**config.mk**
```make
export PLATFORM = sky130hd
export DESIGN_NAME = bounded_stable_priority_queue
export DESIGN_NICKNAME = d
export VERILOG_FILES = /design/src/design/bsq_pkg.sv /design/src/design/bsq_cell.sv /design/src/design/bounded_stable_priority_queue.sv
export SDC_FILE = /design/constraint.sdc
export NUM_CORES = 2
export LEC_CHECK = 0
export ABC_CLOCK_PERIOD_IN_PS = 7180
export BUFFER_PORTS_ARGS = -buffer_cell sky130_fd_sc_hd__buf_4
export CAP_MARGIN = 15
export CORE_MARGIN = 3
export CORE_UTILIZATION = 40
export CTS_CLUSTER_DIAMETER = 60
export DETAILED_ROUTE_END_ITERATION = 8
export PLACE_DENSITY = 0.54
export SYNTH_ARGS = -nofsm -noshare
export SYNTH_HDL_FRONTEND = slang
export SYNTH_SLANG_ARGS = --single-unit
export TNS_END_PERCENT = 20
```
**constraint.sdc**
```tcl
create_clock -name clk -period 7.18 [get_ports clk]
set_input_delay 1.436 -clock clk [delete_from_list [all_inputs] [get_ports clk]]
set_output_delay 1.436 -clock clk [all_outputs]
set_load 0.1 [all_outputs]
```
**src/design/bsq_pkg.sv**
```systemverilog
// ----------------------------------------------------------------------------
// bsq_pkg - shared definitions for the bounded stable priority queue
// Holds the default sizes, the field widths and the control struct
// that the top level hands to every cell of the chain.
// ----------------------------------------------------------------------------
package bsq_pkg;

  localparam int DefMaxEntries = 16;
  localparam int DefTagBits    = 16;

  localparam int PrioW  = 32;
  localparam int TagW   = 16;
  localparam int CountW = 5;
  localparam int CapW   = 5;
  localparam logic [CapW-1:0] CapReset = CapW'(16);

  localparam logic CmdAdd      = 1'b0;
  localparam logic CmdComplete = 1'b1;

  // Control for one chain update.
  typedef struct packed {
    logic ins;   // accepted add: sorted insertion
    logic rem;   // accepted complete: every cell takes its successor
  } cell_op_t;

endpackage

```
**src/design/bsq_cell.sv**
```systemverilog
// ----------------------------------------------------------------------------
// bsq_cell - one slot of the sorted entry chain
// Holds one entry and, on an insertion, keeps it, takes the new entry or
// takes its predecessor's; on a removal it takes its successor's entry.
// ----------------------------------------------------------------------------
module bsq_cell #(
  parameter int TAG_BITS = bsq_pkg::DefTagBits
) (
  input  logic                          clk,
  input  bsq_pkg::cell_op_t             op,
  input  logic                          occupied,
  input  logic signed [bsq_pkg::PrioW-1:0] new_prio,
  input  logic [TAG_BITS-1:0]           new_tag,
  input  logic                          prev_keep,
  input  logic signed [bsq_pkg::PrioW-1:0] prev_prio,
  input  logic [TAG_BITS-1:0]           prev_tag,
  input  logic signed [bsq_pkg::PrioW-1:0] next_prio,
  input  logic [TAG_BITS-1:0]           next_tag,
  output logic                          keep,
  output logic signed [bsq_pkg::PrioW-1:0] prio,
  output logic [TAG_BITS-1:0]           tag
);

  logic signed [bsq_pkg::PrioW-1:0] prio_r, prio_nxt;
  logic [TAG_BITS-1:0]              tag_r, tag_nxt;

  // An entry of equal priority stays ahead of the new one, which keeps
  // insertion order among equals.
  assign keep = occupied && (prio_r >= new_prio);

  always_comb begin
    prio_nxt = prio_r;
    tag_nxt  = tag_r;
    if (op.ins && !keep) begin
      if (prev_keep) begin
        prio_nxt = new_prio;
        tag_nxt  = new_tag;
      end else begin
        prio_nxt = prev_prio;
        tag_nxt  = prev_tag;
      end
    end else if (op.rem) begin
      prio_nxt = next_prio;
      tag_nxt  = next_tag;
    end
  end

  always_ff @(posedge clk) begin
    prio_r <= prio_nxt;
    tag_r  <= tag_nxt;
  end

  assign prio = prio_r;
  assign tag  = tag_r;

endmodule

```
**src/design/bounded_stable_priority_queue.sv**
```systemverilog
// ----------------------------------------------------------------------------
// bounded_stable_priority_queue - bounded max-priority queue, FIFO among ties
// A chain of cells kept in service order; adds are sorted in, completes
// shift the whole chain up by one.
// ----------------------------------------------------------------------------
// Usage:
//   The input channel carries one command per beat: in_tuser is the command
//   (0 add, 1 complete) and in_tdata the priority and tag of an add. The
//   result channel returns exactly one beat per command with the acceptance
//   flag, the new count and the entry that would be served next.
//   The user writes the capacity register via cfg_wr_en/cfg_wr_data while the
//   block is idle (unenforced); values above MAX_ENTRIES act as MAX_ENTRIES.
// Result timing:
//   The chain updates at the edge that accepts a command; the result is
//   registered on the following edge if the output register is free.
//   One command is in flight at a time: the chain update is followed by
//   the read of its head cell, and only then is the next command taken.
// Reset and stalls:
//   Reset empties the queue, drops any pending result and restores the
//   capacity to 16. While the receiver holds out_tready low the result waits
//   in the output register; at most one further command is taken, and its
//   result waits until the output register is free.
// ----------------------------------------------------------------------------
module bounded_stable_priority_queue #(
  parameter int MAX_ENTRIES = bsq_pkg::DefMaxEntries,
  parameter int TAG_BITS    = bsq_pkg::DefTagBits
) (
  input  logic        clk,
  input  logic        rst_n,
  // Command channel
  input  logic        in_tvalid,
  output logic        in_tready,
  input  logic [47:0] in_tdata,   // [31:0] priority_req, [47:32] task_tag
  input  logic        in_tuser,   // [0] cmd
  // Result channel
  output logic        out_tvalid,
  input  logic        out_tready,
  // [0] accepted, [5:1] entry_count, [6] top_valid, [38:7] top_priority,
  // [54:39] top_tag, [55] zero
  output logic [55:0] out_tdata,
  // Configuration
  input  logic        cfg_wr_en,
  input  logic [4:0]  cfg_wr_data
);

  localparam int CntW  = $clog2(MAX_ENTRIES + 1);
  localparam int CmpW  = (CntW > bsq_pkg::CapW) ? CntW : bsq_pkg::CapW;
  localparam int WideW = (TAG_BITS > bsq_pkg::TagW) ? TAG_BITS : bsq_pkg::TagW;
  localparam int OutW  = 1 + bsq_pkg::CountW + 1 + bsq_pkg::PrioW + bsq_pkg::TagW;

  // Configuration register.
  logic [bsq_pkg::CapW-1:0] cap_r;

  always_ff @(posedge clk) begin
    if (!rst_n) begin
      cap_r <= bsq_pkg::CapReset;
    end else if (cfg_wr_en) begin
      cap_r <= cfg_wr_data;
    end
  end

  // Command decode.
  logic                             in_beat;
  logic                             cmd;
  logic signed [bsq_pkg::PrioW-1:0] new_prio;
  logic [WideW-1:0]                 new_tag_wide;
  logic [TAG_BITS-1:0]              new_tag;
  logic [CntW-1:0]                  count_r, count_nxt;
  logic [CmpW-1:0]                  limit;
  logic                             can_add, can_rem;
  logic                             ok;
  bsq_pkg::cell_op_t                op;
  logic                             pending_r, acc_r;

  assign in_tready    = !pending_r;
  assign in_beat      = in_tvalid && in_tready;
  assign cmd          = in_tuser;
  assign new_prio     = in_tdata[31:0];
  assign new_tag_wide = WideW'(in_tdata[47:32]);
  assign new_tag      = new_tag_wide[TAG_BITS-1:0];

  // The effective capacity saturates at the chain length.
  assign limit   = (CmpW'(cap_r) > CmpW'(MAX_ENTRIES)) ? CmpW'(MAX_ENTRIES)
                                                       : CmpW'(cap_r);
  assign can_add = CmpW'(count_r) < limit;
  assign can_rem = count_r != '0;
  assign ok      = (cmd == bsq_pkg::CmdAdd) ? can_add : can_rem;

  assign op.ins = in_beat && (cmd == bsq_pkg::CmdAdd) && can_add;
  assign op.rem = in_beat && (cmd == bsq_pkg::CmdComplete) && can_rem;

  always_comb begin
    count_nxt = count_r;
    if (op.ins) begin
      count_nxt = count_r + CntW'(1);
    end else if (op.rem) begin
      count_nxt = count_r - CntW'(1);
    end
  end

  always_ff @(posedge clk) begin
    if (!rst_n) begin
      count_r <= '0;
    end else begin
      count_r <= count_nxt;
    end
  end

  // Cell chain. Cell 0 is always the entry to be served next.
  logic                             keep [MAX_ENTRIES];
  logic signed [bsq_pkg::PrioW-1:0] prio [MAX_ENTRIES];
  logic [TAG_BITS-1:0]              tag  [MAX_ENTRIES];

  for (genvar i = 0; i < MAX_ENTRIES; i++) begin : g_cell
    logic                             p_keep;
    logic signed [bsq_pkg::PrioW-1:0] p_prio, n_prio;
    logic [TAG_BITS-1:0]              p_tag, n_tag;
    logic                             occ;

    assign occ = CntW'(i) < count_r;

    if (i == 0) begin : g_head
      // On an insertion the head takes the new entry whenever it does not keep its own.
      assign p_keep = 1'b1;
      assign p_prio = new_prio;
      assign p_tag  = new_tag;
    end else begin : g_body
      assign p_keep = keep[i-1];
      assign p_prio = prio[i-1];
      assign p_tag  = tag[i-1];
    end

    if (i == MAX_ENTRIES - 1) begin : g_tail
      // Past the last cell nothing is held; its content after a removal is
      // beyond the count and never read.
      assign n_prio = prio[i];
      assign n_tag  = tag[i];
    end else begin : g_inner
      assign n_prio = prio[i+1];
      assign n_tag  = tag[i+1];
    end

    bsq_cell #(
      .TAG_BITS (TAG_BITS)
    ) u_cell (
      .clk       (clk),
      .op        (op),
      .occupied  (occ),
      .new_prio  (new_prio),
      .new_tag   (new_tag),
      .prev_keep (p_keep),
      .prev_prio (p_prio),
      .prev_tag  (p_tag),
      .next_prio (n_prio),
      .next_tag  (n_tag),
      .keep      (keep[i]),
      .prio      (prio[i]),
      .tag       (tag[i])
    );
  end

  // Result staging: the chain settles at the accepting edge, and the head
  // is read into the output register on a later edge.
  logic             out_load;
  logic             out_valid_r;
  logic [55:0]      out_data_r, out_data_nxt;
  logic             top_valid;
  logic [WideW-1:0] head_tag_wide;
  logic [bsq_pkg::CountW-1:0] count_out;
  logic [CmpW-1:0]  count_cmp;

  assign out_load      = pending_r && (!out_valid_r || out_tready);
  assign top_valid     = count_r != '0;
  assign head_tag_wide = WideW'(tag[0]);
  assign count_cmp     = CmpW'(count_r);
  assign count_out     = count_cmp[bsq_pkg::CountW-1:0];

  always_comb begin
    out_data_nxt = '0;
    out_data_nxt[OutW-1:0] = {
      top_valid ? head_tag_wide[bsq_pkg::TagW-1:0] : {bsq_pkg::TagW{1'b0}},
      top_valid ? prio[0] : {bsq_pkg::PrioW{1'b0}},
      top_valid,
      count_out,
      acc_r
    };
  end

  always_ff @(posedge clk) begin
    if (!rst_n) begin
      pending_r   <= 1'b0;
      out_valid_r <= 1'b0;
    end else begin
      if (in_beat) begin
        pending_r <= 1'b1;
      end else if (out_load) begin
        pending_r <= 1'b0;
      end
      if (out_load) begin
        out_valid_r <= 1'b1;
      end else if (out_tready) begin
        out_valid_r <= 1'b0;
      end
    end
  end

  always_ff @(posedge clk) begin
    if (in_beat) begin
      acc_r <= ok;
    end
    if (out_load) begin
      out_data_r <= out_data_nxt;
    end
  end

  assign out_tvalid = out_valid_r;
  assign out_tdata  = out_data_r;

endmodule

```
==> metrics <==
post-route cell area 59400 um^2; average instance area after synthesis 10.6 um^2; parity-gate share of the synthesized area counting xor and xnor cells 0.0670%; most common cell after layout, fill and taps aside sky130_fd_sc_hd__edfxtp_1; cell occurring most often along the worst timing path sky130_fd_sc_hd__buf_4; Final min period 5.63 ns; type of origin of the critical path input pin; fraction of synthesis flops using an asynchronous set or reset pin 0%; synth top area cells sky130_fd_sc_hd__edfxtp_1, sky130_fd_sc_hd__ha_1, sky130_fd_sc_hd__mux2i_1; ratio of final minimum period to clock period 78.5%; Max-Slew Margin vs Limit 8.29%; number of nets at the end of the flow 5533; Max Fclk 177 MHz; warnings from Yosys 0; slew at the pin closest to its max-slew limit 1.36 ns; area of the die 135000 um^2; Netlist Area Pre-Place 52300 um^2; CTS buffer count 110; buffer cell driving the clock tree root sky130_fd_sc_hd__clkbuf_16; growth of design area from synthesis to finish 13.6%; final count of pins violating max slew 0; post-DP HPWL 132000 um; clock tree from TritonCTS yes; portion of synthesized cell area occupied by the leading cell type 47.4%; total congestion overflow after global routing 0; compound-gate portion of the synthesized area 14.0%; Boundary Pins 117; area occupied by multi-input gates 26100 um^2; global-route wire length before repair 280000 um; slowest stage cell on the critical path sky130_fd_sc_hd__a2111oi_0; sequential cell area fraction in the yosys report 47.8%; leakage 22.9 nW; wire length after detailed routing 193000 um; Die X-Extent 367 um; Post-CTS Setup Repair Bufs 0; DRC 0; post-route ant nets 0; number of levels the H-tree was split into 3; register area 25000 um^2; most used cells in the layout excluding fill and tap cells sky130_fd_sc_hd__edfxtp_1, sky130_fd_sc_hd__nand2_1, sky130_fd_sc_hd__ha_1; Core Region 129000 um^2; routability congestion estimate from global placement 0.922; number of vias in the routed layout 41100; max-capacitance violation count 0; worst hold slack after final layout 0.422 ns; data arrival at the endpoint of the critical path 6.11 ns; Clock Tree Buf Depth 3; dominant register cell in the synthesized netlist sky130_fd_sc_hd__edfxtp_1; largest net degree at the start of global routing 97; pwr/cell area 301 nW/um^2; insertion delay of the later-clocked pin in the worst-skew pair 0.77 ns; number of setup violations in the final report 0; number of filler cells placed in the layout 12000; EDFF count, synth 824; critical path capture point type register; adder-cell area share of the yosys netlist 12.5%; post-DR vias/cell 6.07; Crit Path Category input pin to register; Layout Skew 0.0898 ns; final hold vios 0; main combinational cell family by area after synthesis compound AO/OA/AOI/OAI gates; #FFs+latches synth 836; initial core utilization 40.6%; total iterations of the first detailed-routing run 6; worst hold path type register to register; Port Buffer Count 115; RSZ-0062 raised after global routing no; detailed-route wire length per cell 28.5 um; cts repair resizes 0; number of rows in the core area 131; die height 367 um; mux cell area share after synthesis 12.2%; outcome complete, no violations; number of nets produced by synthesis 5502; post-synthesis simple-gate area fraction 10.5%; starting DRC count in detailed routing 4784; total cell area at the placement stage 55700 um^2; IR drop worst, VDD 0.000207 V; Total Routing Usage GR 28.0%; Required @ worst endpoint 7.66 ns; list of cells traversed by the critical path buf_4, inv_1, ha_1, nand4_1, nor2_1, o31ai_1, a2111oi_0, o221a_4, buf_4, buf_4, mux2i_1, a21oi_1; proportion of layout cells with a drive suffix above 1 12.5%; leading area contributor after synthesis sky130_fd_sc_hd__edfxtp_1; CP max stage delay 0.84 ns; initial antenna violation count 11; hold-fix buffers at CTS 0; clock-pin slew of the registers on the worst-case setup and hold paths 0.06 ns; number of clock sinks 836; count of cell types in the netlist 67; Syn Inst Count 4923; vias in the first global route 40000; top fanout value on the critical path 42
layout make-up:
| cell class | count | share of cell area [%] |
|---|---|---|
| Inverter | 62 | 0.392 |
| Sequential cell | 836 | 42.1 |
| Timing Repair Buffer | 245 | 3.69 |
| Antenna cell | 3 | 0.0126 |
| Tap cell | 1729 | 3.64 |
| Clock inverter | 73 | 1.36 |
| Multi-Input combinational cell | 3699 | 44.0 |
| Clock buffer | 133 | 4.85 |
cells in the mapped netlist (11+ instances only):
| library cell | instances |
|---|---|
| sky130_fd_sc_hd__edfxtp_1 | 824 |
| sky130_fd_sc_hd__nand2_1 | 593 |
| sky130_fd_sc_hd__ha_1 | 520 |
| sky130_fd_sc_hd__o21ai_0 | 459 |
| sky130_fd_sc_hd__mux2i_1 | 456 |
| sky130_fd_sc_hd__a21oi_1 | 433 |
| sky130_fd_sc_hd__nor2_1 | 387 |
| sky130_fd_sc_hd__clkbuf_1 | 256 |
| sky130_fd_sc_hd__a31oi_1 | 154 |
| sky130_fd_sc_hd__mux2_2 | 148 |
| sky130_fd_sc_hd__a21o_1 | 141 |
| sky130_fd_sc_hd__nand4_1 | 107 |
| sky130_fd_sc_hd__inv_1 | 61 |
| sky130_fd_sc_hd__and2_1 | 53 |
| sky130_fd_sc_hd__buf_2 | 34 |
| sky130_fd_sc_hd__buf_1 | 27 |
| sky130_fd_sc_hd__nand2b_1 | 25 |
| sky130_fd_sc_hd__nor2b_1 | 22 |
| sky130_fd_sc_hd__nand3_1 | 21 |
| sky130_fd_sc_hd__a211oi_1 | 15 |
| sky130_fd_sc_hd__nor4_1 | 13 |
| sky130_fd_sc_hd__dfxtp_1 | 12 |
| sky130_fd_sc_hd__nor3_1 | 12 |
| sky130_fd_sc_hd__o21a_1 | 11 |
metal layers:
layer | track usage, % | vias to the layer above | routed length [um]
li1 | - | 18500 | -
met2 | 41.4 | 1960 | 82000
met3 | 5.10 | 346 | 17500
met1 | 40.1 | 20300 | 84700
met5 | 0 | - | 41
met4 | 12.3 | 6 | 8930
stage by stage:
| step | setup WS, ns | TNS, ns | power, W | util, % | instances |
|---|---|---|---|---|---|
| 3_5_place_dp | 0.882 | 0 | 0.0122 | 43.3 | 6570 |
| 3_3_place_gp | -0.280 | -14.03 | 0.0122 | 43.3 | 6568 |
| 4_1_cts | 1.69 | 0 | 0.0179 | 46.1 | 6776 |
| 2_1_floorplan | -0.447 | -53.62 | 0.0102 | - | 4923 |
| 6_report | 1.55 | 0 | 0.0179 | 46.1 | 6780 |
| 5_1_grt | 1.42 | 0 | 0.0187 | 46.1 | 6780 |
worst paths after layout:
kind	start	to	slack, ns	depth (start not counted)
setup / recovery	in_tdata[11]	g_cell[1].u_cell.tag[6]	1.55	12
hold / removal	acc_r	out_tdata[0]	0.42	0
setup reg to reg	g_cell[0].u_cell.prio[1]	g_cell[1].u_cell.tag[6]	2.44	12
hold reg to reg	acc_r	out_tdata[0]	0.42	0
logic make-up after synthesis:
kind of cell | count (synthesis)
AO/OA/AOI/OAI | 1290
XOR/XNOR | 4
adder cells (fa/ha/maj) | 520
buffers and inverters | 388
flip-flops | 836
multiplexers | 614
other | 1
AND/OR/NAND/NOR | 1270
sequential cells by signal, indices dropped and copies added (netlist names):
register and flops:
g_cell.u_cell.prio 512, g_cell.u_cell.tag 256, out_tdata 55, cap_r 5, count_cmp 5, acc_r 1, out_tvalid 1, pending_r 1
power breakdown:
group	switching (W)	leakage [nW]	total (W)	internal, W
logic	0.00342	13.4	0.00515	0.00173
clock network	0.00240	1.76	0.00565	0.00325
registers	0.000602	7.77	0.00710	0.00650
total	0.00642	22.9	0.0179	0.0115
worst max-delay path: cells and delay by family:
family / cells / cell delay, ns
AO/OA/AOI/OAI: 4 / 1.52
adder cells (fa/ha/maj): 1 / 0.49
buffers and inverters: 4 / 1.88
multiplexers: 1 / 0.27
AND/OR/NAND/NOR: 2 / 0.41
(Power assumes the default switching activity.)
